## src/hw/rtl/pscm_pkg.sv

```systemverilog
// ----------------------------------------------------------------------------
// pscm_pkg
// shared types and constants of the per-pixel sigma-clipped running mean
// ----------------------------------------------------------------------------
package pscm_pkg;

	localparam int PIXEL_COUNT = 4096;
	localparam int SAMPLE_BITS = 16;
	localparam int ADDR_W      = (PIXEL_COUNT > 1) ? $clog2(PIXEL_COUNT) : 1;
	localparam int IDX_W       = 12;
	localparam int NUM_W       = 33;
	localparam int DIV_STAGES  = NUM_W;
	localparam int Q_DEPTH     = 2;
	localparam int QP_W        = 1;

	localparam logic [15:0] COUNT_MAX    = 16'hFFFF;
	localparam logic [3:0]  CLIP_RESET   = 4'd3;
	localparam logic [7:0]  WARMUP_RESET = 8'd5;
	localparam logic [15:0] SAMPLE_MASK  =
		(SAMPLE_BITS >= 16) ? 16'hFFFF : 16'((32'd1 << SAMPLE_BITS) - 32'd1);

	typedef enum logic [0:0] {
		REG_CLIP   = 1'b0,
		REG_WARMUP = 1'b1
	} reg_idx_t;

	typedef struct packed {
		logic [IDX_W-1:0] pixel_index;
		logic [15:0]      sample_value;
	} in_t;

	typedef struct packed {
		logic [31:0] mean_out;
		logic [15:0] count_out;
		logic        accepted;
	} out_t;

	typedef struct packed {
		logic [15:0] count;
		logic [31:0] mean;
		logic [63:0] m2;
	} mem_t;

	localparam int MEM_W = $bits(mem_t);

	typedef struct packed {
		logic              en;
		logic [ADDR_W-1:0] addr;
		mem_t              data;
	} wr_t;

	typedef struct packed {
		logic [IDX_W-1:0] idx;
		logic             in_range;
		logic             ok;
		logic             neg;
		logic [31:0]      abs_d;
		logic [31:0]      vq;
		logic [31:0]      mean;
		logic [15:0]      n;
		logic [63:0]      m2;
	} work_t;

	typedef struct packed {
		work_t            w;
		logic [15:0]      dvs;
		logic [NUM_W-1:0] num;
		logic [15:0]      rem;
		logic [31:0]      quo;
	} div_t;

endpackage

```

## src/hw/rtl/pscm_queue.sv

```systemverilog
// ----------------------------------------------------------------------------
// pscm_queue
// short queue between the classifying front and the update back end
// ----------------------------------------------------------------------------
module pscm_queue
	import pscm_pkg::*;
(
	input  logic             clk,
	input  logic             arst_n,
	input  logic             push,
	input  work_t            push_work,
	input  logic [IDX_W-1:0] probe_idx,
	output logic             hit,
	output logic             out_valid,
	output work_t            out_work
);

	work_t              slot_q [Q_DEPTH];
	logic [Q_DEPTH-1:0] vld_q;
	logic [Q_DEPTH-1:0] vld_nxt;
	logic [QP_W-1:0]    wptr_q, rptr_q;

	assign out_valid = vld_q[rptr_q];
	assign out_work  = slot_q[rptr_q];

	always_comb begin
		hit = 1'b0;
		for (int k = 0; k < Q_DEPTH; k++) begin
			if (vld_q[k] && slot_q[k].idx == probe_idx) begin
				hit = 1'b1;
			end
		end
	end

	always_comb begin
		vld_nxt = vld_q;
		if (out_valid) begin
			vld_nxt[rptr_q] = 1'b0;
		end
		if (push) begin
			vld_nxt[wptr_q] = 1'b1;
		end
	end

	always_ff @(posedge clk or negedge arst_n) begin
		if (!arst_n) begin
			vld_q  <= '0;
			wptr_q <= '0;
			rptr_q <= '0;
		end else begin
			vld_q <= vld_nxt;
			if (push) begin
				wptr_q <= wptr_q + QP_W'(1);
			end
			if (out_valid) begin
				rptr_q <= rptr_q + QP_W'(1);
			end
		end
	end

	always_ff @(posedge clk) begin
		if (push) begin
			slot_q[wptr_q] <= push_work;
		end
	end

endmodule

```

## config.mk

```make
export PLATFORM = sky130hd
export DESIGN_NAME = pscm_queue
export DESIGN_NICKNAME = d
export VERILOG_FILES = /design/src/hw/rtl/pscm_pkg.sv /design/src/hw/rtl/pscm_queue.sv
export SDC_FILE = /design/constraint.sdc
export NUM_CORES = 1
export LEC_CHECK = 0
export BUFFER_PORTS_ARGS = -buffer_cell sky130_fd_sc_hd__buf_2
export CAP_MARGIN = 5
export CORE_MARGIN = 2
export CORE_UTILIZATION = 52
export CTS_CLUSTER_DIAMETER = 50
export DETAILED_ROUTE_END_ITERATION = 10
export PLACE_DENSITY_LB_ADDON = 0.08
export SETUP_SLACK_MARGIN = 0.3
export SKIP_CTS_REPAIR_TIMING = 1
export SYNTH_ARGS = -nofsm -noshare
export SYNTH_HDL_FRONTEND = slang
export SYNTH_SLANG_ARGS = --single-unit
```

## constraint.sdc

```tcl
create_clock -name clk -period 13.37 [get_ports clk]
set_input_delay 0.6685 -clock clk [delete_from_list [all_inputs] [get_ports clk]]
set_output_delay 0.6685 -clock clk [all_outputs]
set_load 0.02 [all_outputs]
```

# After elaboration in Yosys (flattened, before gate mapping)
# Memory sizes are Yosys's and may differ from the RTL's.
# Index checks and enable logic that the tools add are counted.
[op_classes]
add_sub_neg = 2
reduce_logical = 4
div_mod_pow = 0
shifts = 0
muxes = 12
order_cmp = 4
n_bitwise = 3
eq_ne = 2
n_mul = 0
[ops]
columns = ["cell", "count"]
rows = [
  ["== test 12 bit", 2],
  ["two-way mux 1 bit", 8],
  ["logical AND 1 bit", 4],
  ["< comparator 1 x 2 -> 1 bit (second input constant)", 2],
  ["two-way mux 2 bit", 2],
  ["adder 1 bit (second input constant)", 2],
  ["AND 2 bit", 1],
  ["demux 1 bit (select 1 bit)", 2],
  ["greater-or-equal comparator 1 bit (second input constant)", 2],
  ["inverter 2 bit", 1],
  ["OR 2 bit", 1],
]
[totals]
out_inout_bits = 193
word_cells = 31
register_bits = 4
in_bits = 206
mem_count = 1
mem_bits_rw = 382
mem_bits_ro = 0
latch_bits = 0
[memory_table]
columns = ["memory", "words", "word_bits", "read_ports", "rd_clocked_by_memory_dff", "wr", "line_no", "source"]
rows = [
  ["slot_q", 2, 191, 3, 0, 1, "pscm_queue.sv:18", "work_t slot_q [Q_DEPTH];"],
]

# Longest topological paths before layout
[logic_depth]
word_depth = 9
ltp_mapped = 5
depth_no_buf = 4

# Worst setup path after synthesis
# OpenSTA, ideal clock, no wires.
[synth_path]
path_type = "in2reg"
from = "input port push"
to = "memory slot_q[0][0] (netlist bit), enable pin"
setup_time_ps = 770
required_ps = 12600
n_path_buf = 0
arrival_ps = 8940
setup_slack_ps = 3660
stages = 1
cell_sequence = "nor2b_1"
[synth_via]
elab_chain_len = 2
[synth_lines]
columns = ["item", "line_no", "source"]
rows = [
  ["start: declaration", "pscm_queue.sv:10", "input logic push,"],
  ["two-way mux 1 bit", "pscm_queue.sv:62", "if (push) begin"],
  ["two-way mux 1 bit (not written as such)", "pscm_queue.sv:63", "slot_q[wptr_q] <= push_work;"],
  ["end: declaration", "pscm_queue.sv:18", ""],
]
# Every way passes these cells.

==> results.sh <==
export IMPL_dieHeight_um=172
export IMPL_fin_cells=1475
export IMPL_fin_worst_skew_ns=0.0185
export IMPL_cts_tree="done"
export IMPL_clk_latency_ns=0.51
export IMPL_ant_nets=0
export IMPL_maxCapViolations=0
export IMPL_tightestPinTransition_ns=1.30
export IMPL_fin_nets=1272
export IMPL_hold_path_class="input port to register"
export IMPL_drt_wl_total_um=28600
export IMPL_layout_min_cycle_time_ns=3.78
export IMPL_yosysSeqAreaShare_pct=78.9
export IMPL_dr_pass1_iters=4
export IMPL_postSynthAreaPerCell_um2=22.9
export IMPL_clk_pin_slew_ns=0.06
export IMPL_crit_family="flip-flops"
export IMPL_post_route_util_pct=65.5
export IMPL_initialDrtViolationCount=466
export IMPL_dieArea_mm2=0.0296
export IMPL_dpl_cell_area_mm2=0.0170
export IMPL_ios=399
export IMPL_critPathLaunchType="register"
export IMPL_slew_violations=0
export IMPL_cp_buffers_inverters=2
export IMPL_clockBufferDepth=3
export IMPL_status="complete, no violations"
export IMPL_cts_made_buffers=40
export IMPL_wl_per_cell_um=19.4
export IMPL_grt_pass1_vias=7194
export IMPL_die_w_um=172
export IMPL_placed_cells=1401
export IMPL_clock_sinks=386
export IMPL_num_rows=61
export IMPL_crit_chain="buf_12 -> mux2_2 -> buf_2"
export IMPL_cts_root_buf="clkbuf_16"
export IMPL_hold_viol=0
export IMPL_cp_data_arrival_time_ns=3.11
export IMPL_drive_gt1_share_pct=59.3
export IMPL_grt_pass1_wl_um=39700
export IMPL_syn_num_nets=847
export IMPL_required_ns=12.70
export IMPL_power_density_mw_per_mm2=220
export IMPL_htree_levels=2
export IMPL_grt_max_degree=148
export IMPL_post_route_cell_area_mm2=0.0182
export IMPL_ys_ff_latch=386
export IMPL_rsz0062_at_grt="false"
export IMPL_vdd_ir_drop_max_mv=0.202
export IMPL_end_kind="primary output"
export IMPL_start_util_pct=52.8
export IMPL_layout_cells_most_common_list="buf_2 (398), edfxtp_1 (382), mux2_4 (106)"
export IMPL_route_detailed_drc=0
export IMPL_fmax_mhz=264
export IMPL_worstPathMaxFanout=147
export IMPL_power_mw=4.01
export IMPL_grt_antenna_before_repair=10
export IMPL_overflow=0
export IMPL_synthCells=641
export IMPL_tns_ns=0
export IMPL_maxSlewHeadroom_pct=13.6
export IMPL_core_area_mm2=0.0278
export IMPL_pre_cts_slack_ns=9.96
export IMPL_vias_per_cell=4.99
export IMPL_ys_warn_count=0
export IMPL_fin_crit_sh_pct=28.3
export IMPL_netlist_area_mm2=0.0147
export IMPL_dp_hpwl_um=19000
export IMPL_critPathMaxStageDelay_ns=0.89
export IMPL_grt_util_all_layers_pct=18.1
export IMPL_area_delta_synth_final_pct=24.1
export IMPL_cp_slowest_cell="dfrtp_4"
export IMPL_synthDistinctLibCells=18
export IMPL_power_leakage_nw=7.20
export IMPL_port_buffer_count=398
export IMPL_critPathKind="register to primary output"
export IMPL_hold_ws_ns=0.338
export IMPL_layout_commonest_cell="buf_2"
export IMPL_fin_ws_ns=9.59
export IMPL_via_count=7353
export IMPL_gp_congestion=0.778
export IMPL_finalSetupViolations=0
## per-layer routing
metal	wire, um	GRT usage, %	part of all wire (%)
met1	10800	21.2	38
met2	14200	30.7	50
met3	2770	7.12	9.7
met4	732	6.21	2.6
met5	51	0	0.18
## cells by family after synthesis
group | after synthesis | synth area share [%]
buf+inv | 23 | 1.50
compound gates | 4 | 0.179
xor+xnor | 25 | 1.49
mux | 192 | 17.5
simple gates | 11 | 0.435
flops | 386 | 78.9
## area by class of cell
type / instances / area (um^2)
Clock inverter: 17 / 133
Clock buffer: 50 / 1060
Fill cell: 2020 / 9580
Tap cell: 378 / 473
Inverter: 1 / 3.75
Timing Repair Buffer: 405 / 2060
Multi-Input combinational cell: 232 / 2880
Antenna cell: 6 / 15.0
Sequential cell: 386 / 11600
## report_power, final
part	switching, mW	total, mW	internal (mW)
Clock	0.418	1.02	0.597
Combinational	0.746	1.30	0.551
Sequential	0.0847	1.69	1.61
## final timing paths
check | from | end | slack, ns | depth (start not counted)
hold reg to reg | vld_q[1] | rptr_q | 0.50 | 1
min in group asynchronous | arst_n | wptr_q | 0.53 | 2
hold / removal | push_work[43] | slot_q[0][43] | 0.34 | 1
max in group asynchronous | arst_n | rptr_q | 12.68 | 2
setup reg to reg | wptr_q | slot_q[0][25] | 10.40 | 3
setup / recovery | rptr_q | out_work[27] | 9.59 | 3
## synthesized netlist by cell type (all sizes together)
cell type / number / area, um^2
dfrtp: 4 / 100
a21oi: 1 / 5.00
xor2: 17 / 149
nand3: 2 / 10.0
mux2: 192 / 2560
nor2b: 1 / 6.26
a21o: 2 / 15.0
nor4: 4 / 25.0
and2: 1 / 6.26
nor2: 1 / 3.75
edfxtp: 382 / 11500
inv: 1 / 3.75
nand4: 2 / 12.5
xnor2: 8 / 70.1
buf: 22 / 216
o22ai: 1 / 6.26
## sequential cells by signal, summed over array words and instances (netlist names)
register / count
rptr_q: 1
vld_q: 2
slot_q: 382
wptr_q: 1
Power figures use the tool's default switching activity.
