## config.mk

```make
export PLATFORM = sky130hd
export DESIGN_NAME = pscm_ram
export DESIGN_NICKNAME = d
export VERILOG_FILES = /design/src/hw/rtl/pscm_ram.sv
export SDC_FILE = /design/constraint.sdc
export NUM_CORES = 1
export LEC_CHECK = 0
export BUFFER_PORTS_ARGS = -buffer_cell sky130_fd_sc_hd__buf_2
export CAP_MARGIN = 15
export CORE_ASPECT_RATIO = 0.5
export CORE_MARGIN = 2
export CORE_UTILIZATION = 65
export DETAILED_ROUTE_END_ITERATION = 6
export GPL_ROUTABILITY_DRIVEN = 1
export GPL_TIMING_DRIVEN = 0
export PLACE_DENSITY = 0.89
export SKIP_CTS_REPAIR_TIMING = 1
export SLEW_MARGIN = 20
export SYNTH_ARGS = -nofsm -noshare
export SYNTH_HDL_FRONTEND = slang
export SYNTH_SLANG_ARGS = --single-unit
```

## constraint.sdc

```tcl
create_clock -name clk -period 5.6 [get_ports clk]
set_input_delay 1.12 -clock clk [delete_from_list [all_inputs] [get_ports clk]]
set_output_delay 1.12 -clock clk [all_outputs]
set_load 0.005 [all_outputs]
```

## src/hw/rtl/pscm_ram.sv

```systemverilog
// ----------------------------------------------------------------------------
// pscm_ram
// generic single write port memory with registered read
// ----------------------------------------------------------------------------
module pscm_ram #(
	parameter int WIDTH = 8,
	parameter int DEPTH = 16,
	localparam int AW = (DEPTH > 1) ? $clog2(DEPTH) : 1
) (
	input  logic             clk,
	input  logic             we,
	input  logic [AW-1:0]    waddr,
	input  logic [WIDTH-1:0] wdata,
	input  logic [AW-1:0]    raddr,
	output logic [WIDTH-1:0] rdata
);

	logic [WIDTH-1:0] mem_q [DEPTH];

	always_ff @(posedge clk) begin
		if (we) begin
			mem_q[waddr] <= wdata;
		end
		rdata <= mem_q[raddr];
	end

endmodule

```

* Word-level counts from Yosys, hierarchy flattened *
Memories as Yosys holds them, arrays and structs flattened. A register that Yosys moved wholly into a read port is not among the register bits.
Cells that the tools add are included.

word-level totals
  flip-flop bits (word level) = 0
  memory bits (writable) = 128
  bits of input ports = 18
  output and inout bits = 8
  word-level logic and storage cells = 3
  memories kept = 1

memories
  memory  depth  bits a word  rd ports  clocked after memory_dff  wr ports  RTL line  text
  mem_q   16     8            1         1                         1         18        logic [WIDTH-1:0] mem_q [DEPTH];

cells by class
  mux-type cells = 2

operator list
  kind     number
  $mux W1  2

* Depth between registers and ports, before layout *
Gate-level depths: netlist of run 1.

  depth after elaboration = 2
  gate-level depth with buffers = 5
  depth with buffers taken out = 3

* Least setup slack after synthesis of run 1 *
OpenSTA, ideal clock, no wires.

  path kind = in2reg
  from = input port waddr[2]
  to = memory mem_q[0][0] (enable)
  library setup time = 0.383 ns
  arrival time = 2.230 ns
  required time = 5.217 ns
  path slack = 2.987 ns
  stages = 2
  path buffers = 0
  cell sequence = or3b_2 > nor3_1

RTL lines
  item             RTL line  text
  start, declared  12        input logic [AW-1:0] waddr,
  end, declared    18

No word-level cell before the write port.

* Final worst setup path of run 1 *
  from = input port waddr[2]
  to = memory mem_q[2][7] (enable)

No word-level cell before the write port.

==> results.sh, run 1 <==
export IMPL_place_detailed_hpwl_microns=6580
export IMPL_post_route_cells_drive_above_1_share_pct=28.8
export IMPL_number_of_global_route_vias_before_repair=2609
export IMPL_crit_type="in -> reg"
export IMPL_grt_pass1_wl_microns=16800
export IMPL_timing_critical_path_fanout_max=8
export IMPL_global_route_usage_total_pct=29.8
export IMPL_place_port_buffers=24
export IMPL_max_slew_worst_pin_slew_ns=0.814
export IMPL_hold_viol=0
export IMPL_fin_setup_tns_ns=0
export IMPL_final_fill_count=351
export IMPL_grt_max_degree=17
export IMPL_cpLargestDelayFamily="simple AND/OR/NAND/NOR gates"
export IMPL_syn_to_final_growth_pct=15.4
export IMPL_postSynthRegisterBits=136
export IMPL_syn_mean_instance_area_sq_um=22.5
export IMPL_seq_area_frac_synth_pct=77.8
export IMPL_syn_area_sq_um=5150
export IMPL_worst_r2r_cell_count=3
export IMPL_drc=0
export IMPL_number_of_gates_on_the_worst_path_with_buffers_counted=3
export IMPL_postRouteAntennaNets=0
export IMPL_power_total_mw=2.24
export IMPL_maxCapViolations=0
export IMPL_power_density_nw_per_um2=376
export IMPL_drt_pass1_iterations=5
export IMPL_slew_limit_headroom_pct=45.6
export IMPL_worstSkewPairLatency_ns=0.42
export IMPL_die_x_microns=130
export IMPL_grt_overflow=0
export IMPL_min_path_cells=3
export IMPL_cts_clock_pin_slew_for_the_worst_setup_and_hold_paths_ns=0.06
export IMPL_worstSetupStartpointType="input pin"
export IMPL_critPathBufInv=1
export IMPL_cts_sinks=136
export IMPL_timing_max_transition_violations_final=0
export IMPL_cts_tree="built"
export IMPL_layout_cells_most_common="sky130_fd_sc_hd__edfxtp_1"
export IMPL_drc_violation_total_after_the_first_tritonroute_iteration=395
export IMPL_floorplan_die_area_sq_um=8690
export IMPL_setup_viol_count_final=0
export IMPL_power_ir_vdd_worst_v=0.000274
export IMPL_leakage_nw=2.00
export IMPL_post_synth_num_cell_types=19
export IMPL_routed_wire_length_per_instance_microns=29.3
export IMPL_finalWirelength_microns=11500
export IMPL_clk_root_buffer_cell="sky130_fd_sc_hd__clkbuf_16"
export IMPL_floorplan_rows=22
export IMPL_gp_congestion=0.789
export IMPL_status="finished clean"
export IMPL_finalCriticalPeriod_ns=2.39
export IMPL_boundaryPins=26
export IMPL_diodes=0
export IMPL_core_area_sq_um=7490
export IMPL_fin_nets=290
export IMPL_cts_htree_levels=4
export IMPL_route_detailed_vias_per_inst=6.74
export IMPL_antenna_found_initial=0
export IMPL_clk_path_buf_depth=2
export IMPL_worstReg2RegStart="mem_q[3][7]"
export IMPL_initial_utilization_pct=68.8
export IMPL_period_share_pct=42.7
export IMPL_worstPathArrival_ns=2.43
export IMPL_most_frequent_cells_in_the_layout="128 x sky130_fd_sc_hd__edfxtp_1, 27 x sky130_fd_sc_hd__buf_2, 18 x sky130_fd_sc_hd__mux4_2, 17 x sky130_fd_sc_hd__clkbuf_16, 16 x sky130_fd_sc_hd__a22oi_1"
export IMPL_crit_reg2reg_capture="rdata[7]"
export IMPL_routed_via_count=2649
export IMPL_cp_endpoint="mem_q[2][7]"
export IMPL_clock_fmax_mhz=418
export IMPL_rsz0062_at_grt="false"
export IMPL_cp_capture_type="flip-flop"
export IMPL_worstPathRequired_ns=5.64
export IMPL_syn_num_nets=247
export IMPL_reg2reg_setup_slack_ns=4.05
export IMPL_cpMaxStageDelayCell="sky130_fd_sc_hd__nor2_1"
export IMPL_yosysWarningCount=0
export IMPL_skew_ns=0.00783
export IMPL_worst_path_largest_cell_delay_ns=0.64
export IMPL_chipHeight_microns=66.9
export IMPL_cts_buffers=17
export IMPL_synthCells=229
export IMPL_crit_startpoint="waddr[2]"
export IMPL_crit_chain="buf_2, or3b_2, nor2_1"
export IMPL_holdCritPathClass="reg -> reg"
state kept, by name, indices dropped and copies added, names as in the netlist:
register and cells:
rdata 8, mem_q 128
worst min-delay path by stage:
| stage | startpoint | end |
|---|---|---|
| after floorplan | mem_q[7][0] | rdata[0] |
| after global placement | mem_q[15][1] | rdata[1] |
| after detailed placement | mem_q[15][1] | rdata[1] |
| after CTS | mem_q[7][0] | rdata[0] |
| after global routing | mem_q[12][1] | rdata[1] |
| final | mem_q[12][1] | rdata[1] |
through the flow:
step                      setup WS (ns)  std cells  util (%)  cell area (sq um)  hold slack [ns]
after detailed placement           2.74        361      72.4               5420            0.671
after floorplan                    2.99        229         -               5150            0.629
after global placement             2.53        361      72.2               5400            0.655
after CTS                          3.16        393      79.3               5940            0.685
after global routing               3.16        393      79.3               5940            0.721
final                              3.21        393      79.3               5940            0.685
final cells by class:
class,count,area [sq um],share of cell area [%]
clock inverter,5,25.0,0.421
buffer,10,86.3,1.45
clock buffer,27,493,8.30
multi-input combinational,83,1080,18.1
tap,108,135,2.27
timing repair buffer,24,120,2.02
sequential,136,4000,67.4
worst min-delay path, stage by stage (launching register included):
cell and delay (ns):
sky130_fd_sc_hd__edfxtp_1 0.31, sky130_fd_sc_hd__mux4_2 0.23, sky130_fd_sc_hd__a22oi_1 0.06, sky130_fd_sc_hd__nand2_1 0.06
logic make-up (layout without fill, tap and decap cells):
family,Yosys count,count (layout),share of synthesized area (%)
buf+inv,10,66,1.68
flops,136,136,77.8
simple gates,35,35,3.18
mux,32,32,15.0
compound gates,16,16,2.33
metal layers:
metal	share of wire [%]	up-vias	wire length (microns)	GRT usage [%]
met5	0	-	0	0
met4	4.0	0	465	13.6
met3	12	44	1350	9.48
met2	48	215	5520	46.5
met1	36	1327	4190	39.5
li1	-	1063	-	-
synth_stat cells:
| library cell | count | share of area [%] |
|---|---|---|
| sky130_fd_sc_hd__nand3b_1 | 2 | 0.29 |
| sky130_fd_sc_hd__clkdlybuf4s25_2 | 3 | 0.58 |
| sky130_fd_sc_hd__mux4_2 | 18 | 7.9 |
| sky130_fd_sc_hd__nor2_1 | 13 | 0.95 |
| sky130_fd_sc_hd__mux4_1 | 14 | 7.1 |
| sky130_fd_sc_hd__nand2_1 | 9 | 0.66 |
| sky130_fd_sc_hd__buf_6 | 3 | 0.66 |
| sky130_fd_sc_hd__nand3_1 | 1 | 0.097 |
| sky130_fd_sc_hd__or3b_2 | 1 | 0.17 |
| sky130_fd_sc_hd__nor2b_1 | 1 | 0.12 |
| sky130_fd_sc_hd__and2_1 | 1 | 0.12 |
| sky130_fd_sc_hd__buf_2 | 3 | 0.29 |
| sky130_fd_sc_hd__dfxtp_1 | 8 | 3.1 |
| sky130_fd_sc_hd__buf_4 | 1 | 0.15 |
| sky130_fd_sc_hd__nor3_1 | 4 | 0.39 |
| sky130_fd_sc_hd__edfxtp_1 | 128 | 75 |
| sky130_fd_sc_hd__a22oi_1 | 16 | 2.3 |
| sky130_fd_sc_hd__nand2b_1 | 2 | 0.24 |
| sky130_fd_sc_hd__and2b_1 | 1 | 0.15 |
power by group:
part / internal (mW) / switching (mW) / total, mW
Combinational: 0.0451 / 0.0683 / 0.113
Sequential: 1.14 / 0.00816 / 1.15
Clock: 0.596 / 0.378 / 0.974
Note: power is estimated with default switching activity, not from simulation.
==> inputs of run 2 (changes only) <==
--- a/config.mk
+++ b/config.mk
@@ -5,15 +5,16 @@
 export SDC_FILE = /design/constraint.sdc
 export NUM_CORES = 1
 export LEC_CHECK = 0
+export ABC_AREA = 1
 export BUFFER_PORTS_ARGS = -buffer_cell sky130_fd_sc_hd__buf_2
 export CAP_MARGIN = 15
 export CORE_ASPECT_RATIO = 0.5
 export CORE_MARGIN = 2
-export CORE_UTILIZATION = 65
+export CORE_UTILIZATION = 61
 export DETAILED_ROUTE_END_ITERATION = 6
 export GPL_ROUTABILITY_DRIVEN = 1
 export GPL_TIMING_DRIVEN = 0
-export PLACE_DENSITY = 0.89
+export PLACE_DENSITY = 0.84
 export SKIP_CTS_REPAIR_TIMING = 1
 export SLEW_MARGIN = 20
 export SYNTH_ARGS = -nofsm -noshare
==> constraint.sdc (replaced) <==
create_clock -name clk -period 2.5 [get_ports clk]
set_input_delay 0.5 -clock clk [delete_from_list [all_inputs] [get_ports clk]]
set_output_delay 0.5 -clock clk [all_outputs]
set_load 0.005 [all_outputs]
==> run 2 against run 1 <==
Against the previous run: first-iteration DRC count is 45% higher; setup slack worse by 2.2 ns; combinational power grew to 3.1 times the previous value.
==> results.sh, run 2 <==
export IMPL_layout_cells_most_common="sky130_fd_sc_hd__nand2_1"
export IMPL_drc=0
export IMPL_crit_startpoint="waddr[3]"
export IMPL_most_frequent_cells_in_the_layout="173 x sky130_fd_sc_hd__nand2_1, 128 x sky130_fd_sc_hd__edfxtp_1, 100 x sky130_fd_sc_hd__inv_1, 97 x sky130_fd_sc_hd__nand3_1, 35 x sky130_fd_sc_hd__buf_2"
export IMPL_timing_max_transition_violations_final=0
export IMPL_rsz0062_at_grt="false"
export IMPL_reg2reg_setup_slack_ns=1.35
export IMPL_grt_overflow=0
export IMPL_cts_tree="built"
export IMPL_power_ir_vdd_worst_v=0.000510
export IMPL_finalCriticalPeriod_ns=1.52
export IMPL_status="finished clean"
export IMPL_worstReg2RegStart="mem_q[0][5]"
export IMPL_maxCapViolations=0
export IMPL_worstSkewPairLatency_ns=0.42
export IMPL_synth_enable_flop_cells=128
export IMPL_whs_ns=0.488
export IMPL_leading_register_cell_type_out_of_synthesis="sky130_fd_sc_hd__edfxtp_1"
export IMPL_area_share_of_and_or_nand_nor_cells_after_synthesis_pct=21.0
export IMPL_clk_root_buffer_cell="sky130_fd_sc_hd__clkbuf_16"
export IMPL_syn_mean_instance_area_sq_um=10.5
export IMPL_place_port_buffers=22
export IMPL_hold_viol=0
export IMPL_max_slew_worst_pin_slew_ns=0.918
export IMPL_synth_top_cells_by_area="sky130_fd_sc_hd__edfxtp_1 67%, sky130_fd_sc_hd__nand2_1 11%, sky130_fd_sc_hd__nand3_1 8.4%, sky130_fd_sc_hd__inv_1 6.5%, sky130_fd_sc_hd__dfxtp_1 2.8%"
export IMPL_clk_path_buf_depth=2
export IMPL_largest_register_ffs=128
export IMPL_crit_type="in -> reg"
export IMPL_postSynthRegisterBits=136
export IMPL_routed_via_count=4225
export IMPL_holdCritPathClass="in -> reg"
export IMPL_seq_area_frac_synth_pct=69.4
export IMPL_post_route_cells_drive_above_1_share_pct=12.1
export IMPL_place_detailed_hpwl_microns=8980
export IMPL_syn_area_sq_um=5770
export IMPL_initial_utilization_pct=61.9
export IMPL_leakage_nw=2.88
export IMPL_syn_num_nets=569
export IMPL_largest_family_of_logic_cells_by_synthesized_area="simple AND/OR/NAND/NOR gates"
export IMPL_chipHeight_microns=72.8
export IMPL_number_of_global_route_vias_before_repair=4049
export IMPL_synthMostInstantiatedCell="sky130_fd_sc_hd__nand2_1"
export IMPL_ys_async_sr_fraction_pct=0
export IMPL_synth_xor_area_share_pct=0
export IMPL_worstPathRequired_ns=2.54
export IMPL_fin_setup_tns_ns=0
export IMPL_core_area_sq_um=9320
export IMPL_global_route_usage_total_pct=29.8
export IMPL_period_share_pct=61.0
export IMPL_final_std_cell_area_no_fill_sq_um=6570
export IMPL_cts_buffers=17
export IMPL_worstSetupStartpointType="input pin"
export IMPL_syn_to_final_growth_pct=14.0
export IMPL_clock_fmax_mhz=656
export IMPL_diodes=0
export IMPL_multiplexer_fraction_of_the_synthesized_cell_area_pct=0
export IMPL_grt_max_degree=17
export IMPL_slew_limit_headroom_pct=38.6
export IMPL_grt_pass1_wl_microns=21500
export IMPL_cts_htree_levels=4
export IMPL_boundaryPins=26
export IMPL_gp_congestion=0.938
export IMPL_power_density_nw_per_um2=799
export IMPL_cts_sinks=136
export IMPL_cts_clock_pin_slew_for_the_worst_setup_and_hold_paths_ns=0.06
export IMPL_placed_cells_incl_taps=694
export IMPL_timing_critical_path_fanout_max=8
export IMPL_layout_top_registers="mem_q (128), rdata (8)"
export IMPL_synth_cells_most_frequent="173 x sky130_fd_sc_hd__nand2_1, 128 x sky130_fd_sc_hd__edfxtp_1, 100 x sky130_fd_sc_hd__inv_1, 97 x sky130_fd_sc_hd__nand3_1, 17 x sky130_fd_sc_hd__nor2_1"
export IMPL_yosysWarningCount=0
export IMPL_die_x_microns=142
export IMPL_worstPathArrival_ns=1.57
export IMPL_skew_ns=0.00445
export IMPL_route_detailed_vias_per_inst=5.82
export IMPL_post_layout_nonfiller_instances=726
export IMPL_synthCells=551
export IMPL_post_synth_top_area_cell="sky130_fd_sc_hd__edfxtp_1"
export IMPL_synth_fa_ha_area_share_pct=0
export IMPL_synthesized_area_fraction_occupied_by_ao_oa_aoi_and_oai_cells_pct=0
export IMPL_synth_top_area_share_pct=66.7
export IMPL_routed_wire_length_per_instance_microns=20.3
export IMPL_power_total_mw=5.25
export IMPL_final_fill_count=563
export IMPL_top_register="mem_q"
export IMPL_timing_hold_worst_start="wdata[2]"
export IMPL_cp_capture_type="flip-flop"
export IMPL_finalWirelength_microns=14700
export IMPL_placed_area_sq_um=6030
export IMPL_fin_nets=610
export IMPL_drc_violation_total_after_the_first_tritonroute_iteration=572
export IMPL_floorplan_rows=25
export IMPL_drt_pass1_iterations=6
export IMPL_postRouteAntennaNets=0
export IMPL_floorplan_die_area_sq_um=10300
export IMPL_post_synth_num_cell_types=12
export IMPL_antenna_found_initial=0
export IMPL_setup_viol_count_final=0
[run 2: cell count changes in the layout (fill, tap and decap cells not counted), sizes merged, moves of 3 or more]
cell	delta
clkbuf	-9
a22oi	-16
mux4	-32
buf	+15
nor2	+4
nor3	-4
nand3	+96
clkinv	+7
clkdlybuf4s25	-3
inv	+102
nand2	+164
[run 2: kinds of logic (layout without fill, tap and decap cells)]
| logic type | Yosys count | in the layout |
|---|---|---|
| buf+inv | 126 | 180 |
| flops | 136 | 136 |
| simple gates | 289 | 289 |
[run 2: per-layer routing]
metal	up-vias	share of wire (%)	global-route usage, %
li1	1860	-	-
met1	1955	36	37.4
met2	344	46	47.4
met3	66	14	9.78
met4	0	4.5	16.1
met5	-	0	0
[run 2: area by class of cell]
| class | count | area [sq um] | area share (%) |
|---|---|---|---|
| Sequential cell | 136 | 4000 | 60.9 |
| Tap cell | 121 | 151 | 2.30 |
| Inverter | 102 | 383 | 5.83 |
| Multi-Input combinational cell | 289 | 1210 | 18.5 |
| Buffer | 24 | 166 | 2.53 |
| Clock inverter | 14 | 114 | 1.73 |
| Timing Repair Buffer | 22 | 110 | 1.68 |
| Clock buffer | 18 | 429 | 6.53 |
[run 2: path summary, 6_finish.rpt]
path                 endpoint  cells past startpoint
setup / recovery  mem_q[7][4]                      3
hold / removal    mem_q[8][2]                      1
setup reg to reg     rdata[5]                      6
hold reg to reg      rdata[2]                      6
[run 2: critical path: stages]
cell,delay (ns)
sky130_fd_sc_hd__buf_2,0.12
sky130_fd_sc_hd__nand3b_1,0.23
sky130_fd_sc_hd__nor2_1,0.71
[run 2: through the flow]
stage / setup WS, ns / utilization [%]
after floorplan: 1.05 / -
after global placement: 0.569 / 64.7
after detailed placement: 0.540 / 64.7
after CTS: 0.976 / 70.5
after global routing: 0.912 / 70.5
final: 0.975 / 70.5
[run 2: power breakdown]
part / leakage [nW] / total, mW / internal (mW) / switching, mW
sequential: 1.22 / 2.56 / 2.55 / 0.0138
clock: 0.274 / 2.34 / 1.43 / 0.907
combinational: 1.39 / 0.345 / 0.0976 / 0.247
